==> src/hdl/ris_pkg.sv <==
// Shared types and constants for the rational integer scaler.
// Depends on nothing; imported by the top level, its arithmetic units and the bench.

package ris_pkg;

    localparam int FIELD_W = 32;
    localparam int MODE_W  = 3;

    typedef enum logic [MODE_W-1:0] {
        MODE_LOAD_INT  = 3'd0,
        MODE_LOAD_FRAC = 3'd1,
        MODE_SET_ONE   = 3'd2,
        MODE_MULTIPLY  = 3'd3,
        MODE_DIVIDE    = 3'd4
    } t_mode;

    typedef enum logic [2:0] {
        ST_IDLE,
        ST_EXEC,
        ST_GCD,
        ST_DIV,
        ST_MUL,
        ST_OUT
    } t_state;

    // Start request to, and completion from, one of the serial units.
    typedef struct packed {
        logic start;
    } t_unit_req;

    typedef struct packed {
        logic done;
    } t_unit_rsp;

endpackage

==> src/hdl/ris_gcd.sv <==
// Binary greatest common divisor unit, one shift or subtract-and-shift a cycle.
// Depends on ris_pkg for the unit request and response types.

module ris_gcd
    import ris_pkg::*;
#(
    parameter int VALUE_WIDTH = 32
) (
    input  logic                   i_clk,
    input  logic                   i_rst_n,
    input  t_unit_req              i_req,
    input  logic [VALUE_WIDTH-1:0] i_a,
    input  logic [VALUE_WIDTH-1:0] i_b,
    output t_unit_rsp              o_rsp,
    output logic [VALUE_WIDTH-1:0] o_g,
    output logic [VALUE_WIDTH-1:0] o_dvd_a,
    output logic [VALUE_WIDTH-1:0] o_dvd_b
);

    localparam int W = VALUE_WIDTH;

    logic         r_busy;
    logic         r_done;
    logic [W-1:0] r_a;
    logic [W-1:0] r_b;
    logic [W-1:0] r_da;
    logic [W-1:0] r_db;
    logic [W:0]   w_diff_ab;
    logic [W:0]   w_diff_ba;

    assign w_diff_ab = {1'b0, r_a} - {1'b0, r_b};
    assign w_diff_ba = {1'b0, r_b} - {1'b0, r_a};

    always_ff @(posedge i_clk) begin
        if (!i_rst_n) begin
            r_busy <= 1'b0;
            r_done <= 1'b0;
        end else begin
            r_done <= 1'b0;
            if (i_req.start) begin
                r_busy <= 1'b1;
            end else if (r_busy && (r_a == '0 || r_b == '0)) begin
                r_busy <= 1'b0;
                r_done <= 1'b1;
            end
        end
    end

    // The dividends follow every common halving, so that dividing them by the
    // odd part of the divisor gives the same exact quotients.
    always_ff @(posedge i_clk) begin
        if (i_req.start) begin
            r_a  <= i_a;
            r_b  <= i_b;
            r_da <= i_a;
            r_db <= i_b;
        end else if (r_busy && r_a != '0 && r_b != '0) begin
            case ({r_a[0], r_b[0]})
                2'b00: begin
                    r_a  <= r_a >> 1;
                    r_b  <= r_b >> 1;
                    r_da <= r_da >> 1;
                    r_db <= r_db >> 1;
                end
                2'b01: r_a <= r_a >> 1;
                2'b10: r_b <= r_b >> 1;
                default: begin
                    if (!w_diff_ab[W]) begin
                        r_a <= {1'b0, w_diff_ab[W-1:1]};
                    end else begin
                        r_b <= {1'b0, w_diff_ba[W-1:1]};
                    end
                end
            endcase
        end
    end

    // When the loop ends one of the pair is zero.
    assign o_g      = r_a | r_b;
    assign o_dvd_a  = r_da;
    assign o_dvd_b  = r_db;
    assign o_rsp.done = r_done;

endmodule

==> src/hdl/ris_div.sv <==
// Two-lane restoring divider sharing one divisor, one quotient bit a cycle.
// Depends on ris_pkg for the unit request and response types.

module ris_div
    import ris_pkg::*;
#(
    parameter int VALUE_WIDTH = 32
) (
    input  logic                   i_clk,
    input  logic                   i_rst_n,
    input  t_unit_req              i_req,
    input  logic [VALUE_WIDTH-1:0] i_divisor,
    input  logic [VALUE_WIDTH-1:0] i_dvd_a,
    input  logic [VALUE_WIDTH-1:0] i_dvd_b,
    output t_unit_rsp              o_rsp,
    output logic [VALUE_WIDTH-1:0] o_quo_a,
    output logic [VALUE_WIDTH-1:0] o_quo_b
);

    localparam int W  = VALUE_WIDTH;
    localparam int CW = $clog2(W);

    logic          r_busy;
    logic          r_done;
    logic [CW-1:0] r_cnt;
    logic [W-1:0]  r_div;
    logic [W-1:0]  r_rem_a;
    logic [W-1:0]  r_rem_b;
    logic [W-1:0]  r_q_a;
    logic [W-1:0]  r_q_b;
    logic [W:0]    w_trial_a;
    logic [W:0]    w_trial_b;
    logic [W:0]    w_sub_a;
    logic [W:0]    w_sub_b;
    logic          w_ge_a;
    logic          w_ge_b;
    logic [W-1:0]  n_rem_a;
    logic [W-1:0]  n_rem_b;

    always_comb begin
        w_trial_a = {r_rem_a, r_q_a[W-1]};
        w_trial_b = {r_rem_b, r_q_b[W-1]};
        w_sub_a   = w_trial_a - {1'b0, r_div};
        w_sub_b   = w_trial_b - {1'b0, r_div};
        w_ge_a    = !w_sub_a[W];
        w_ge_b    = !w_sub_b[W];
        n_rem_a   = w_ge_a ? w_sub_a[W-1:0] : w_trial_a[W-1:0];
        n_rem_b   = w_ge_b ? w_sub_b[W-1:0] : w_trial_b[W-1:0];
    end

    always_ff @(posedge i_clk) begin
        if (!i_rst_n) begin
            r_busy <= 1'b0;
            r_done <= 1'b0;
            r_cnt  <= '0;
        end else begin
            r_done <= 1'b0;
            if (i_req.start) begin
                r_busy <= 1'b1;
                r_cnt  <= CW'(W - 1);
            end else if (r_busy) begin
                if (r_cnt == '0) begin
                    r_busy <= 1'b0;
                    r_done <= 1'b1;
                end else begin
                    r_cnt <= r_cnt - 1'b1;
                end
            end
        end
    end

    // Dividend bits leave at the top while quotient bits enter at the bottom.
    always_ff @(posedge i_clk) begin
        if (i_req.start) begin
            r_div   <= i_divisor;
            r_rem_a <= '0;
            r_rem_b <= '0;
            r_q_a   <= i_dvd_a;
            r_q_b   <= i_dvd_b;
        end else if (r_busy) begin
            r_rem_a <= n_rem_a;
            r_rem_b <= n_rem_b;
            r_q_a   <= {r_q_a[W-2:0], w_ge_a};
            r_q_b   <= {r_q_b[W-2:0], w_ge_b};
        end
    end

    assign o_quo_a    = r_q_a;
    assign o_quo_b    = r_q_b;
    assign o_rsp.done = r_done;

endmodule

==> src/hdl/ris_mul.sv <==
// Shift-and-add magnitude multiplier, one multiplier bit a cycle, with a
// signed wrap result and overflow check. Depends on ris_pkg for unit types.

module ris_mul
    import ris_pkg::*;
#(
    parameter int VALUE_WIDTH = 32
) (
    input  logic                   i_clk,
    input  logic                   i_rst_n,
    input  t_unit_req              i_req,
    input  logic [VALUE_WIDTH-1:0] i_mcand,
    input  logic [VALUE_WIDTH-1:0] i_mplier,
    input  logic                   i_neg,
    output t_unit_rsp              o_rsp,
    output logic [VALUE_WIDTH-1:0] o_prod,
    output logic                   o_ovf
);

    localparam int W  = VALUE_WIDTH;
    localparam int CW = $clog2(W);

    logic           r_busy;
    logic           r_done;
    logic [CW-1:0]  r_cnt;
    logic [W-1:0]   r_mcand;
    logic           r_neg;
    logic [2*W-1:0] r_acc;
    logic [W:0]     w_sum;
    logic           w_hi_nz;

    assign w_sum = {1'b0, r_acc[2*W-1:W]} + (r_acc[0] ? {1'b0, r_mcand} : '0);

    always_ff @(posedge i_clk) begin
        if (!i_rst_n) begin
            r_busy <= 1'b0;
            r_done <= 1'b0;
            r_cnt  <= '0;
        end else begin
            r_done <= 1'b0;
            if (i_req.start) begin
                r_busy <= 1'b1;
                r_cnt  <= CW'(W - 1);
            end else if (r_busy) begin
                if (r_cnt == '0) begin
                    r_busy <= 1'b0;
                    r_done <= 1'b1;
                end else begin
                    r_cnt <= r_cnt - 1'b1;
                end
            end
        end
    end

    always_ff @(posedge i_clk) begin
        if (i_req.start) begin
            r_mcand <= i_mcand;
            r_neg   <= i_neg;
            r_acc   <= {{W{1'b0}}, i_mplier};
        end else if (r_busy) begin
            r_acc <= {w_sum, r_acc[W-1:1]};
        end
    end

    // A negative result may reach one more than the largest positive value.
    assign w_hi_nz = |r_acc[2*W-1:W];
    assign o_prod  = r_neg ? (-r_acc[W-1:0]) : r_acc[W-1:0];
    assign o_ovf   = r_neg ? (w_hi_nz || (r_acc[W-1] && (|r_acc[W-2:0])))
                           : (w_hi_nz || r_acc[W-1]);
    assign o_rsp.done = r_done;

endmodule

==> src/hdl/rational_integer_scaler_unit.sv <==
// Rational integer scaler: holds a signed numerator and denominator and, per
// input word, loads a value or scales it by an integer after reducing by a gcd.
// A load, a set to one or a refused word passes from acceptance through the execute
// and output states to the output register. A multiply or divide runs three serial
// units in turn: the binary gcd loop (whose run shortens for small operands), the
// exact two-lane divider and the shift-and-add multiplier. One word is worked on
// at a time; the next is accepted while the previous result word waits in the
// output register. Depends on ris_pkg, ris_gcd, ris_div and ris_mul.

module rational_integer_scaler_unit
    import ris_pkg::*;
#(
    parameter int VALUE_WIDTH = 32
) (
    input  logic                      i_clk,
    input  logic                      i_rst_n,
    input  logic                      i_in_valid,
    output logic                      o_in_ready,
    input  logic [MODE_W-1:0]         i_mode,
    input  logic signed [FIELD_W-1:0] i_operand_value,
    input  logic signed [FIELD_W-1:0] i_operand_denominator,
    output logic                      o_out_valid,
    input  logic                      i_out_ready,
    output logic signed [FIELD_W-1:0] o_numerator_out,
    output logic signed [FIELD_W-1:0] o_denominator_out,
    output logic                      o_overflow,
    output logic                      o_error
);

    localparam int W = VALUE_WIDTH;

    t_state             r_state, n_state;
    t_mode              r_mode, n_mode;
    logic [W-1:0]       r_opnd, n_opnd;
    logic [W-1:0]       r_opden, n_opden;
    logic [W-1:0]       r_num, n_num;
    logic [W-1:0]       r_den, n_den;
    logic               r_ovf, n_ovf;
    logic               r_err, n_err;
    logic               r_out_valid, n_out_valid;
    logic [FIELD_W-1:0] r_out_num, n_out_num;
    logic [FIELD_W-1:0] r_out_den, n_out_den;
    logic               r_out_ovf, n_out_ovf;
    logic               r_out_err, n_out_err;

    logic [W-1:0]       w_in_val;
    logic [W-1:0]       w_in_den;
    logic [FIELD_W-1:0] w_num_fld;
    logic [FIELD_W-1:0] w_den_fld;
    logic [W-1:0]       w_t;
    logic [W-1:0]       w_other;
    logic [W-1:0]       w_s_mag;
    logic [W-1:0]       w_t_mag;
    logic [W-1:0]       w_other_mag;
    logic [W-1:0]       w_t_quo_signed;

    t_unit_req          w_gcd_req, w_div_req, w_mul_req;
    t_unit_rsp          w_gcd_rsp, w_div_rsp, w_mul_rsp;
    logic [W-1:0]       w_gcd_g;
    logic [W-1:0]       w_gcd_da;
    logic [W-1:0]       w_gcd_db;
    logic [W-1:0]       w_quo_s;
    logic [W-1:0]       w_quo_t;
    logic [W-1:0]       w_mul_prod;
    logic               w_mul_ovf;

    // Fit the 32-bit fields to the held width and back.
    if (W <= FIELD_W) begin : g_in_fit
        assign w_in_val = i_operand_value[W-1:0];
        assign w_in_den = i_operand_denominator[W-1:0];
    end else begin : g_in_ext
        assign w_in_val = {{(W-FIELD_W){i_operand_value[FIELD_W-1]}}, i_operand_value};
        assign w_in_den = {{(W-FIELD_W){i_operand_denominator[FIELD_W-1]}},
                           i_operand_denominator};
    end

    if (W >= FIELD_W) begin : g_out_fit
        assign w_num_fld = r_num[FIELD_W-1:0];
        assign w_den_fld = r_den[FIELD_W-1:0];
    end else begin : g_out_ext
        assign w_num_fld = {{(FIELD_W-W){r_num[W-1]}}, r_num};
        assign w_den_fld = {{(FIELD_W-W){r_den[W-1]}}, r_den};
    end

    // A multiply reduces against the denominator, a divide against the numerator.
    always_comb begin
        w_t            = (r_mode == MODE_MULTIPLY) ? r_den : r_num;
        w_other        = (r_mode == MODE_MULTIPLY) ? r_num : r_den;
        w_s_mag        = r_opnd[W-1] ? (-r_opnd) : r_opnd;
        w_t_mag        = w_t[W-1] ? (-w_t) : w_t;
        w_other_mag    = w_other[W-1] ? (-w_other) : w_other;
        w_t_quo_signed = w_t[W-1] ? (-w_quo_t) : w_quo_t;
    end

    ris_gcd #(
        .VALUE_WIDTH (W)
    ) u_gcd (
        .i_clk   (i_clk),
        .i_rst_n (i_rst_n),
        .i_req   (w_gcd_req),
        .i_a     (w_s_mag),
        .i_b     (w_t_mag),
        .o_rsp   (w_gcd_rsp),
        .o_g     (w_gcd_g),
        .o_dvd_a (w_gcd_da),
        .o_dvd_b (w_gcd_db)
    );

    ris_div #(
        .VALUE_WIDTH (W)
    ) u_div (
        .i_clk     (i_clk),
        .i_rst_n   (i_rst_n),
        .i_req     (w_div_req),
        .i_divisor (w_gcd_g),
        .i_dvd_a   (w_gcd_da),
        .i_dvd_b   (w_gcd_db),
        .o_rsp     (w_div_rsp),
        .o_quo_a   (w_quo_s),
        .o_quo_b   (w_quo_t)
    );

    ris_mul #(
        .VALUE_WIDTH (W)
    ) u_mul (
        .i_clk    (i_clk),
        .i_rst_n  (i_rst_n),
        .i_req    (w_mul_req),
        .i_mcand  (w_other_mag),
        .i_mplier (w_quo_s),
        .i_neg    (w_other[W-1] ^ r_opnd[W-1]),
        .o_rsp    (w_mul_rsp),
        .o_prod   (w_mul_prod),
        .o_ovf    (w_mul_ovf)
    );

    always_comb begin
        n_state         = r_state;
        n_mode          = r_mode;
        n_opnd          = r_opnd;
        n_opden         = r_opden;
        n_num           = r_num;
        n_den           = r_den;
        n_ovf           = r_ovf;
        n_err           = r_err;
        n_out_valid     = r_out_valid;
        n_out_num       = r_out_num;
        n_out_den       = r_out_den;
        n_out_ovf       = r_out_ovf;
        n_out_err       = r_out_err;
        w_gcd_req.start = 1'b0;
        w_div_req.start = 1'b0;
        w_mul_req.start = 1'b0;

        if (r_out_valid && i_out_ready) begin
            n_out_valid = 1'b0;
        end

        unique case (r_state)
            ST_IDLE: begin
                if (i_in_valid) begin
                    n_mode  = t_mode'(i_mode);
                    n_opnd  = w_in_val;
                    n_opden = w_in_den;
                    n_state = ST_EXEC;
                end
            end
            ST_EXEC: begin
                n_ovf   = 1'b0;
                n_err   = 1'b0;
                n_state = ST_OUT;
                unique case (r_mode) inside
                    MODE_LOAD_INT: begin
                        n_num = r_opnd;
                        n_den = W'(1);
                    end
                    MODE_LOAD_FRAC: begin
                        n_num = r_opnd;
                        n_den = r_opden;
                    end
                    MODE_SET_ONE: begin
                        n_num = W'(1);
                        n_den = W'(1);
                    end
                    MODE_MULTIPLY, MODE_DIVIDE: begin
                        // Both operands zero leaves no divisor: refuse the word.
                        if (w_s_mag == '0 && w_t_mag == '0) begin
                            n_err = 1'b1;
                        end else begin
                            w_gcd_req.start = 1'b1;
                            n_state         = ST_GCD;
                        end
                    end
                    default: begin
                    end
                endcase
            end
            ST_GCD: begin
                if (w_gcd_rsp.done) begin
                    w_div_req.start = 1'b1;
                    n_state         = ST_DIV;
                end
            end
            ST_DIV: begin
                if (w_div_rsp.done) begin
                    if (r_mode == MODE_MULTIPLY) begin
                        n_den = w_t_quo_signed;
                    end else begin
                        n_num = w_t_quo_signed;
                    end
                    w_mul_req.start = 1'b1;
                    n_state         = ST_MUL;
                end
            end
            ST_MUL: begin
                if (w_mul_rsp.done) begin
                    if (r_mode == MODE_MULTIPLY) begin
                        n_num = w_mul_prod;
                    end else begin
                        n_den = w_mul_prod;
                    end
                    n_ovf   = w_mul_ovf;
                    n_state = ST_OUT;
                end
            end
            ST_OUT: begin
                if (!r_out_valid || i_out_ready) begin
                    n_out_valid = 1'b1;
                    n_out_num   = w_num_fld;
                    n_out_den   = w_den_fld;
                    n_out_ovf   = r_ovf;
                    n_out_err   = r_err;
                    n_state     = ST_IDLE;
                end
            end
            default: begin
                n_state = ST_IDLE;
            end
        endcase
    end

    always_ff @(posedge i_clk) begin
        if (!i_rst_n) begin
            r_state     <= ST_IDLE;
            r_num       <= '0;
            r_den       <= W'(1);
            r_ovf       <= 1'b0;
            r_err       <= 1'b0;
            r_out_valid <= 1'b0;
        end else begin
            r_state     <= n_state;
            r_num       <= n_num;
            r_den       <= n_den;
            r_ovf       <= n_ovf;
            r_err       <= n_err;
            r_out_valid <= n_out_valid;
        end
    end

    always_ff @(posedge i_clk) begin
        r_mode    <= n_mode;
        r_opnd    <= n_opnd;
        r_opden   <= n_opden;
        r_out_num <= n_out_num;
        r_out_den <= n_out_den;
        r_out_ovf <= n_out_ovf;
        r_out_err <= n_out_err;
    end

    assign o_in_ready        = (r_state == ST_IDLE);
    assign o_out_valid       = r_out_valid;
    assign o_numerator_out   = r_out_num;
    assign o_denominator_out = r_out_den;
    assign o_overflow        = r_out_ovf;
    assign o_error           = r_out_err;

    a_accept_to_exec: assert property (@(posedge i_clk) disable iff (!i_rst_n)
        (i_in_valid && o_in_ready) |=> (r_state == ST_EXEC))
        else $error("accepted word did not enter execution");

    a_gcd_done_state: assert property (@(posedge i_clk) disable iff (!i_rst_n)
        w_gcd_rsp.done |-> (r_state == ST_GCD && w_gcd_g != '0))
        else $error("gcd completion outside its phase or with a zero divisor");

    a_div_done_state: assert property (@(posedge i_clk) disable iff (!i_rst_n)
        w_div_rsp.done |-> (r_state == ST_DIV))
        else $error("divider completion outside its phase");

    a_mul_done_state: assert property (@(posedge i_clk) disable iff (!i_rst_n)
        w_mul_rsp.done |-> (r_state == ST_MUL))
        else $error("multiplier completion outside its phase");

    a_flags_exclusive: assert property (@(posedge i_clk) disable iff (!i_rst_n)
        r_out_valid |-> !(r_out_ovf && r_out_err))
        else $error("a refused word also reports a wrapped product");

endmodule

==> config.mk <==
export PLATFORM = sky130hd
export DESIGN_NAME = rational_integer_scaler_unit
export DESIGN_NICKNAME = d
export VERILOG_FILES = /design/src/hdl/ris_pkg.sv /design/src/hdl/ris_gcd.sv /design/src/hdl/ris_div.sv /design/src/hdl/ris_mul.sv /design/src/hdl/rational_integer_scaler_unit.sv
export SDC_FILE = /design/constraint.sdc
export NUM_CORES = 2
export LEC_CHECK = 0
export ABC_AREA = 1
export BUFFER_PORTS_ARGS = -buffer_cell sky130_fd_sc_hd__buf_2
export CAP_MARGIN = 20
export CORE_ASPECT_RATIO = 1.2
export CORE_MARGIN = 1
export CORE_UTILIZATION = 39
export CTS_CLUSTER_SIZE = 10
export DETAILED_ROUTE_END_ITERATION = 16
export PLACE_DENSITY_LB_ADDON = 0.1
export SETUP_SLACK_MARGIN = 0.1
export SLEW_MARGIN = 20
export SYNTH_ARGS = -nofsm -noshare
export SYNTH_HDL_FRONTEND = slang
export SYNTH_HIERARCHICAL = 1
export SYNTH_SLANG_ARGS = --single-unit
==> constraint.sdc <==
create_clock -name i_clk -period 8.31 [get_ports i_clk]
set_input_delay 0 -clock i_clk [delete_from_list [all_inputs] [get_ports i_clk]]
set_output_delay 0 -clock i_clk [all_outputs]
set_load 0.01 [all_outputs]
=== Word level (Yosys, flattened, before mapping) ===
Index checks and enable logic that the tools add are counted.

* Flip-flop bits (word level): 604
* Bits of input ports: 71
* Output and inout bits: 68
* Logic and storage cells: 214

* Add/subtract/negate cells: 12
* Equal/unequal tests: 27
* Multiplexer cells: 82
* Bitwise operators: 5
* Reduce and logical (&&, ||, !) cells: 53

{| class="wikitable"
|+ Operators by type and width
! operator !! count
|-
| 2-to-1 mux 32 bit || 35
|-
| one-hot mux 32 bit (2 select lines) || 4
|-
| one-hot mux 32 bit (3 select lines) || 2
|-
| negation 32 bit || 5
|-
| zero test 32 bit || 4
|-
| subtractor 33 x 32 -> 33 bit || 2
|-
| nonzero test 32 bit || 2
|-
| adder 32 x 32 -> 33 bit || 1
|-
| subtractor 32 x 32 -> 33 bit || 1
|-
| OR 32 bit || 1
|-
| OR reduction 32 bit || 1
|-
| subtractor 32 bit || 1
|-
| 2-to-1 mux 31 bit || 1
|-
| OR reduction 31 bit || 1
|-
| 2-to-1 mux 5 bit || 6
|-
| 2-to-1 mux 1 bit || 25
|-
| 2-to-1 mux 3 bit || 7
|-
| one-hot mux 3 bit (6 select lines) || 1
|-
| inequality test 2 x 1 -> 1 bit (second input constant) || 7
|-
| == test 3 x 2 -> 1 bit (second input constant) || 4
|-
| inequality test 2 bit (second input constant) || 6
|-
| AND reduction 2 bit || 6
|-
| AND reduction 6 bit || 2
|-
| nonzero test 2 bit || 6
|-
| 21 further kinds || 48
|}

=== Logic depth before layout (Yosys ltp) ===
* Word-level depth: 11
* Mapped depth: 26
* Gate-level depth less buffers: 22

=== By module ===
Netlist, hierarchy kept.

{| class="wikitable"
|+ By module, submodules not included
! module !! instances !! cells an instance !! area an instance (um2) !! sequential area each (um2)
|-
| rational_integer_scaler_unit || 1 || 1735 || 12635.9 || 5395.2
|-
| ris_div || 1 || 1950 || 12401.9 || 4304.1
|-
| ris_gcd || 1 || 1590 || 11013.1 || 3883.7
|-
| ris_mul || 1 || 1078 || 7342.0 || 2732.6
|}

=== Least setup slack after synthesis ===
Ideal clock, no wire load.

* Path kind: register -> register
* From: register r_mode[2]
* To: register u_gcd.r_da[0], in the netlist u_gcd/o_dvd_a[0] (enable)
* Library setup time: 507 ps
* Arrival time: 5790 ps
* Data required time: 7803 ps
* Path slack: 2013 ps
* Cell stages (with the launch flop): 24
* Buffers on the path: 3
* Clock period less this slack: 6297 ps
* Path through: edfxtp_1 > inv_2 > nand3_4 > buf_4 > nand2_1 > nand2_2 > ha_1 > nand3_1 > nor2_2 > nand3_1 > nand2_2 > nand2_1 > nand2_1 > nand2_1 > nor2_1 > nand3_1 > nor2_1 > nand3_1 > nand2_1 > inv_1 > buf_2 > clkbuf_1 > a21oi_1 > a21oi_1

* Longest elaborated chain between the ends: 11
* Elaborated cells between the ends (all ways): 14
* Classes of those cells: 1 x add/sub; 2 x eq/ne; 5 x mux; 6 x reduce/logical

{| class="wikitable"
|+ Ends and longest elaborated chain
! what !! RTL line !! text
|-
| from (decl) || rational_integer_scaler_unit.sv:33 || <nowiki>t_mode r_mode, n_mode;</nowiki>
|-
| from (signal assigned) || rational_integer_scaler_unit.sv:261 || <nowiki>r_mode <= n_mode;</nowiki>
|-
| == test 3 x 2 -> 1 bit (*) || rational_integer_scaler_unit.sv:87 || <nowiki>w_t = (r_mode == MODE_MULTIPLY) ? r_den : r_num;</nowiki>
|-
| 2-to-1 mux 32 bit (*) || rational_integer_scaler_unit.sv:87 ||
|-
| negation 32 bit || rational_integer_scaler_unit.sv:90 || <nowiki>w_t_mag = w_t[W-1] ? (-w_t) : w_t;</nowiki>
|-
| 2-to-1 mux 32 bit (*) || rational_integer_scaler_unit.sv:90 ||
|-
| via w_t_mag[18] || rational_integer_scaler_unit.sv:53 || <nowiki>logic [W-1:0] w_t_mag;</nowiki>
|-
| zero test 32 bit (*) || rational_integer_scaler_unit.sv:187 || <nowiki>if (w_s_mag == '0 && w_t_mag == '0) begin</nowiki>
|-
| logical AND 1 bit (*) || rational_integer_scaler_unit.sv:187 ||
|-
| 2-to-1 mux 1 bit (*) || rational_integer_scaler_unit.sv:187 ||
|-
| 2-to-1 mux 1 bit (*) || rational_integer_scaler_unit.sv:172 || <nowiki>unique case (r_mode) inside</nowiki>
|-
| 2-to-1 mux 1 bit (*) || rational_integer_scaler_unit.sv:159 || <nowiki>unique case (r_state)</nowiki>
|-
| via w_gcd_req || rational_integer_scaler_unit.sv:57 || <nowiki>t_unit_req w_gcd_req, w_div_req, w_mul_req;</nowiki>
|-
| nonzero test 2 bit (no line) || -- ||
|-
| AND reduction 2 bit (no line) (*) || -- ||
|-
| to (signal assigned) || ris_gcd.sv:55 || <nowiki>r_da <= i_a;</nowiki>
|-
| to (signal assigned) || ris_gcd.sv:62 || <nowiki>r_da <= r_da >> 1;</nowiki>
|-
| to (decl) || ris_gcd.sv:26 || <nowiki>logic [W-1:0] r_da;</nowiki>
|}

Mark *: on every way through the listed nets, which the timed path passes. The rest lies on a longest branch.
A chain may end at the register's enable or synchronous reset.

=== Worst setup path in the final report ===
* From: register r_mode[2]
* To: register u_gcd.r_db[29], in the netlist u_gcd/o_dvd_b[29] (enable)

* Longest elaborated chain between the ends: 11
* Elaborated cells between the ends (all ways): 14
* Classes of those cells: 1 x add/sub; 2 x eq/ne; 5 x mux; 6 x reduce/logical

{| class="wikitable"
|+ Ends and longest elaborated chain
! what !! RTL line !! text
|-
| == test 3 x 2 -> 1 bit || rational_integer_scaler_unit.sv:87 ||
|-
| 2-to-1 mux 32 bit || rational_integer_scaler_unit.sv:87 ||
|-
| negation 32 bit || rational_integer_scaler_unit.sv:90 ||
|-
| 2-to-1 mux 32 bit || rational_integer_scaler_unit.sv:90 ||
|-
| zero test 32 bit || rational_integer_scaler_unit.sv:187 ||
|-
| logical AND 1 bit || rational_integer_scaler_unit.sv:187 ||
|-
| 2-to-1 mux 1 bit || rational_integer_scaler_unit.sv:187 ||
|-
| 2-to-1 mux 1 bit (*) || rational_integer_scaler_unit.sv:172 ||
|-
| 2-to-1 mux 1 bit (*) || rational_integer_scaler_unit.sv:159 ||
|-
| via w_gcd_req || rational_integer_scaler_unit.sv:57 ||
|-
| nonzero test 2 bit (no line) || -- ||
|-
| AND reduction 2 bit (no line) (*) || -- ||
|-
| to (signal assigned) || ris_gcd.sv:56 || <nowiki>r_db <= i_b;</nowiki>
|-
| to (signal assigned) || ris_gcd.sv:63 || <nowiki>r_db <= r_db >> 1;</nowiki>
|-
| to (decl) || ris_gcd.sv:27 || <nowiki>logic [W-1:0] r_db;</nowiki>
|}

Marked as above.

==> results.json <==
{
  "outcome": "finished clean",
  "cts_buffers": 75,
  "setup_violations": 0,
  "cts.sink_count": 604,
  "r2r_cells": 22,
  "initial_core_util": 0.394,
  "grt_max_degree": 77,
  "rsz0062_at_grt": "false",
  "crit_fanout": 71,
  "num_rows": 133,
  "port_buffers": 138,
  "first_iter_violations": 3405,
  "ys_warn_count": 6,
  "finalHoldViolCount": 0,
  "dieWidth_um": 307,
  "power.internal_uw": 7500,
  "tns_ns": 0,
  "place_inst": 7848,
  "hold_class": "input port to register",
  "maxSlewHeadroom": 0.181,
  "vias": 40600,
  "cts_root_buf": "clkbuf_16",
  "antenna_found_initial": 4,
  "worst_ep_arrival_time_ns": 6.26,
  "overflow": 0,
  "worstSetupEndpointType": "register",
  "finalInstanceArea_mm2": 0.0489,
  "pwr-share-comb": 0.457,
  "die_height_um": 367,
  "area_growth_pct": 12.7,
  "io_pins": 139,
  "p_sw_frac": 0.460,
  "worstPathRequired_ns": 8.61,
  "p_per_area_mw_per_mm2": 284,
  "cts_tree": "yes",
  "grt.total_usage": 0.282,
  "fin_crit_sh": 0.717,
  "leakage_uw": 0.0244,
  "vdd_drop_max_mv": 0.174,
  "cp_num_buf_inv": 6,
  "layout_common_cells": "2,420 x nand2_1, 1,079 x inv_1, 422 x edfxtp_1",
  "crit_chain": "inv_2, nand3_4, buf_4, nand2_1, nand2_1, nor2_1, nand2_1, nor2_1, nand3_1, nand2_1, nand2_1, nand2_1, nand2_1, nand4_1, nor2_1, nand3_1, nand2_1, clkinv_2, inv_2, buf_4, a21oi_4, buf_4",
  "clock_power_share": 0.231,
  "synth_top_family_by_area": "simple AND/OR/NAND/NOR gates",
  "worst_r2r_endpoint": "u_gcd/o_dvd_b[29]",
  "synthSimpleGateAreaFrac": 0.339,
  "dr.pass1.iters": 5,
  "slew_viol_final": 0,
  "syn_area_mm2": 0.0434,
  "grt_pass1_wl_mm": 238,
  "synth_area_per_cell_um2": 6.83,
  "ant_nets": 0,
  "syn-num-nets": 6627,
  "synth-compound-area-share": 0.0825,
  "cp_num_cells": 22,
  "cts_resized": 0,
  "switchingPower_uw": 6390,
  "critPathKind": "register to register",
  "worst_skew_pair.late_latency_ns": 0.69,
  "final_net_count": 6825,
  "path_clk_slew_ns": 0.06,
  "drive_above_1_share": 0.0737,
  "synth-edff-count": 422,
  "wire_per_inst_um": 20.0,
  "cts_buffer_depth": 3,
  "reg2reg_slack_ns": 2.35,
  "worst_slew_pin_slew_ns": 1.22,
  "viasPerCell": 5.01,
  "synthFlopType": "edfxtp_1",
  "wirelength_mm": 161,
  "grt_pass1_vias": 38500,
  "ys_seq_area_frac": 0.376,
  "synth.mux.area_fraction": 0.000461,
  "place_area_mm2": 0.0454,
  "htreeDepth": 3,
  "drc": 0,
  "maxCapViolCount": 0,
  "ys_types": 69,
  "die_area_mm2": 0.113,
  "fin_cells": 8094,
  "ys_ff_latch": 604,
  "timing.fmax_mhz": 168,
  "period_minus_slack_ns": 5.96,
  "synthXorXnorAreaFrac": 0.0248,
  "synthArstFlopShare": 0,
  "cp-start-kind": "register",
  "synthAdderAreaFrac": 0.0594,
  "reg2reg_from": "r_mode[2]",
  "endpoint": "u_gcd/o_dvd_b[29]",
  "cp-startpoint": "r_mode[2]",
  "layout_commonest_cell": "nand2_1",
  "clock_skew_ns": 0.0436,
  "cpLargestDelayFamily": "simple AND/OR/NAND/NOR gates",
  "netlist_instances": 6353,
  "max_stage_delay_ns": 0.95,
  "critPathMostFrequentCell": "nand2_1",
  "gp_congestion": 0.975,
  "dp_hpwl_mm": 129,
  "seq_power_share": 0.312,
  "cp_slowest_cell": "a21oi_4",
  "core_area_mm2": 0.110
}
Yosys cell counts, types with 19 or more instances:
| cell type | number | share of area |
|---|---|---|
| nand2_1 | 2420 | 0.21 |
| inv_1 | 1081 | 0.094 |
| edfxtp_1 | 422 | 0.29 |
| nor2_1 | 377 | 0.033 |
| nand3_1 | 371 | 0.043 |
| o21ai_0 | 242 | 0.028 |
| a21oi_1 | 232 | 0.027 |
| ha_1 | 198 | 0.057 |
| dfxtp_1 | 182 | 0.084 |
| clkbuf_1 | 94 | 0.0081 |
| xor2_1 | 80 | 0.016 |
| nand4_1 | 75 | 0.011 |
| nor3_1 | 52 | 0.0060 |
| o21ai_1 | 49 | 0.0057 |
| xnor2_1 | 41 | 0.0083 |
| nor2_2 | 40 | 0.0058 |
| inv_2 | 37 | 0.0032 |
| o221ai_1 | 35 | 0.0071 |
| nand2_2 | 34 | 0.0049 |
| buf_2 | 22 | 0.0025 |
| buf_6 | 20 | 0.0052 |
| and2_1 | 19 | 0.0027 |
how the worst min path moves through the flow:
stage,startpoint,end,cells past startpoint
2_1_floorplan,i_mode[0],r_mode[0],0
3_3_place_gp,i_operand_denominator[19],r_opden[19],1
3_5_place_dp,i_operand_value[28],r_opnd[28],1
4_1_cts,i_operand_denominator[13],r_opden[13],2
5_1_grt,i_operand_denominator[22],r_opden[22],2
6_report,i_operand_denominator[17],r_opden[17],2
power by group through the flow:
| stage | logic, uW | registers, uW | clock network (uW) |
|---|---|---|---|
| floorplan | 4060 | 4210 | 0 |
| global placement | 6200 | 4390 | 0 |
| detailed placement | 6200 | 4390 | 0 |
| CTS | 6260 | 4330 | 3290 |
| global route | 6910 | 4360 | 3400 |
| finish | 6350 | 4340 | 3200 |
flip-flops by register name, indices dropped and copies added (netlist names), 3 cells and up:
signal / flops
u_gcd/r_b: 32
u_mul/r_cnt: 5
o_numerator_out: 32
u_div/r_cnt: 5
u_mul/r_acc: 64
r_state: 3
r_num: 32
u_div/r_rem_a: 32
r_mode: 3
u_gcd/o_dvd_a: 32
o_denominator_out: 32
r_opden: 32
u_gcd/r_a: 32
u_gcd/o_dvd_b: 32
u_mul/r_mcand: 32
u_div/o_quo_b: 32
u_div/r_div: 32
u_div/r_rem_b: 32
u_div/o_quo_a: 32
r_den: 32
r_opnd: 32
layout make-up:
| type | count | area, um^2 |
|---|---|---|
| diodes | 3 | 7.51 |
| clock inverters | 19 | 293 |
| clock buffers | 113 | 2070 |
| repair buffers | 282 | 2060 |
| well taps | 1485 | 1860 |
| fillers | 11600 | 61100 |
| multi-input cells | 4462 | 22100 |
| inverters | 1126 | 4230 |
| flip-flops and latches | 604 | 16300 |
kinds of logic (layout without fill, tap and decap cells):
| group | after synthesis | count (layout) |
|---|---|---|
| AND/OR/NAND/NOR | 3498 | 3498 |
| buffers and inverters | 1287 | 1540 |
| AO/OA/AOI/OAI | 637 | 637 |
| flip-flops | 604 | 604 |
| adder cells (fa/ha/maj) | 203 | 203 |
| XOR/XNOR | 122 | 122 |
| multiplexers | 2 | 2 |
| other | 0 | 3 |
per-stage QoR:
stage / utilization / total power, uW / hold slack, ns / setup WS (ns)
floorplan: - / 8270 / 0.0989 / 2.01
global placement: 0.413 / 10600 / 0.176 / 2.48
detailed placement: 0.413 / 10600 / 0.178 / 2.43
CTS: 0.444 / 13900 / 0.00185 / 2.40
global route: 0.444 / 14700 / 0.0373 / 2.00
finish: 0.444 / 13900 / 0.0521 / 2.35
metal layers:
layer  global-route usage  wire [um]
met4                0.107       5870
met1                0.365      70400
met5                    0         13
met2                0.482      77600
met3               0.0299       7690
what timing repair did:
| action | CTS | global route |
|---|---|---|
| setup buffers | 0 | 0 |
| setup endpoints to repair | 0 | 0 |
| hold buffers | 109 | 0 |
| hold endpoints to repair | 76 | 0 |
worst reg2reg max path, delay by kind of cell, from the launching register on:
family,cells,cell delay [ns]
AO/OA/AOI/OAI,1,0.96
buffers and inverters,6,1.82
flip-flops,1,0.49
AND/OR/NAND/NOR,15,2.29
(Power assumes the default switching activity.)
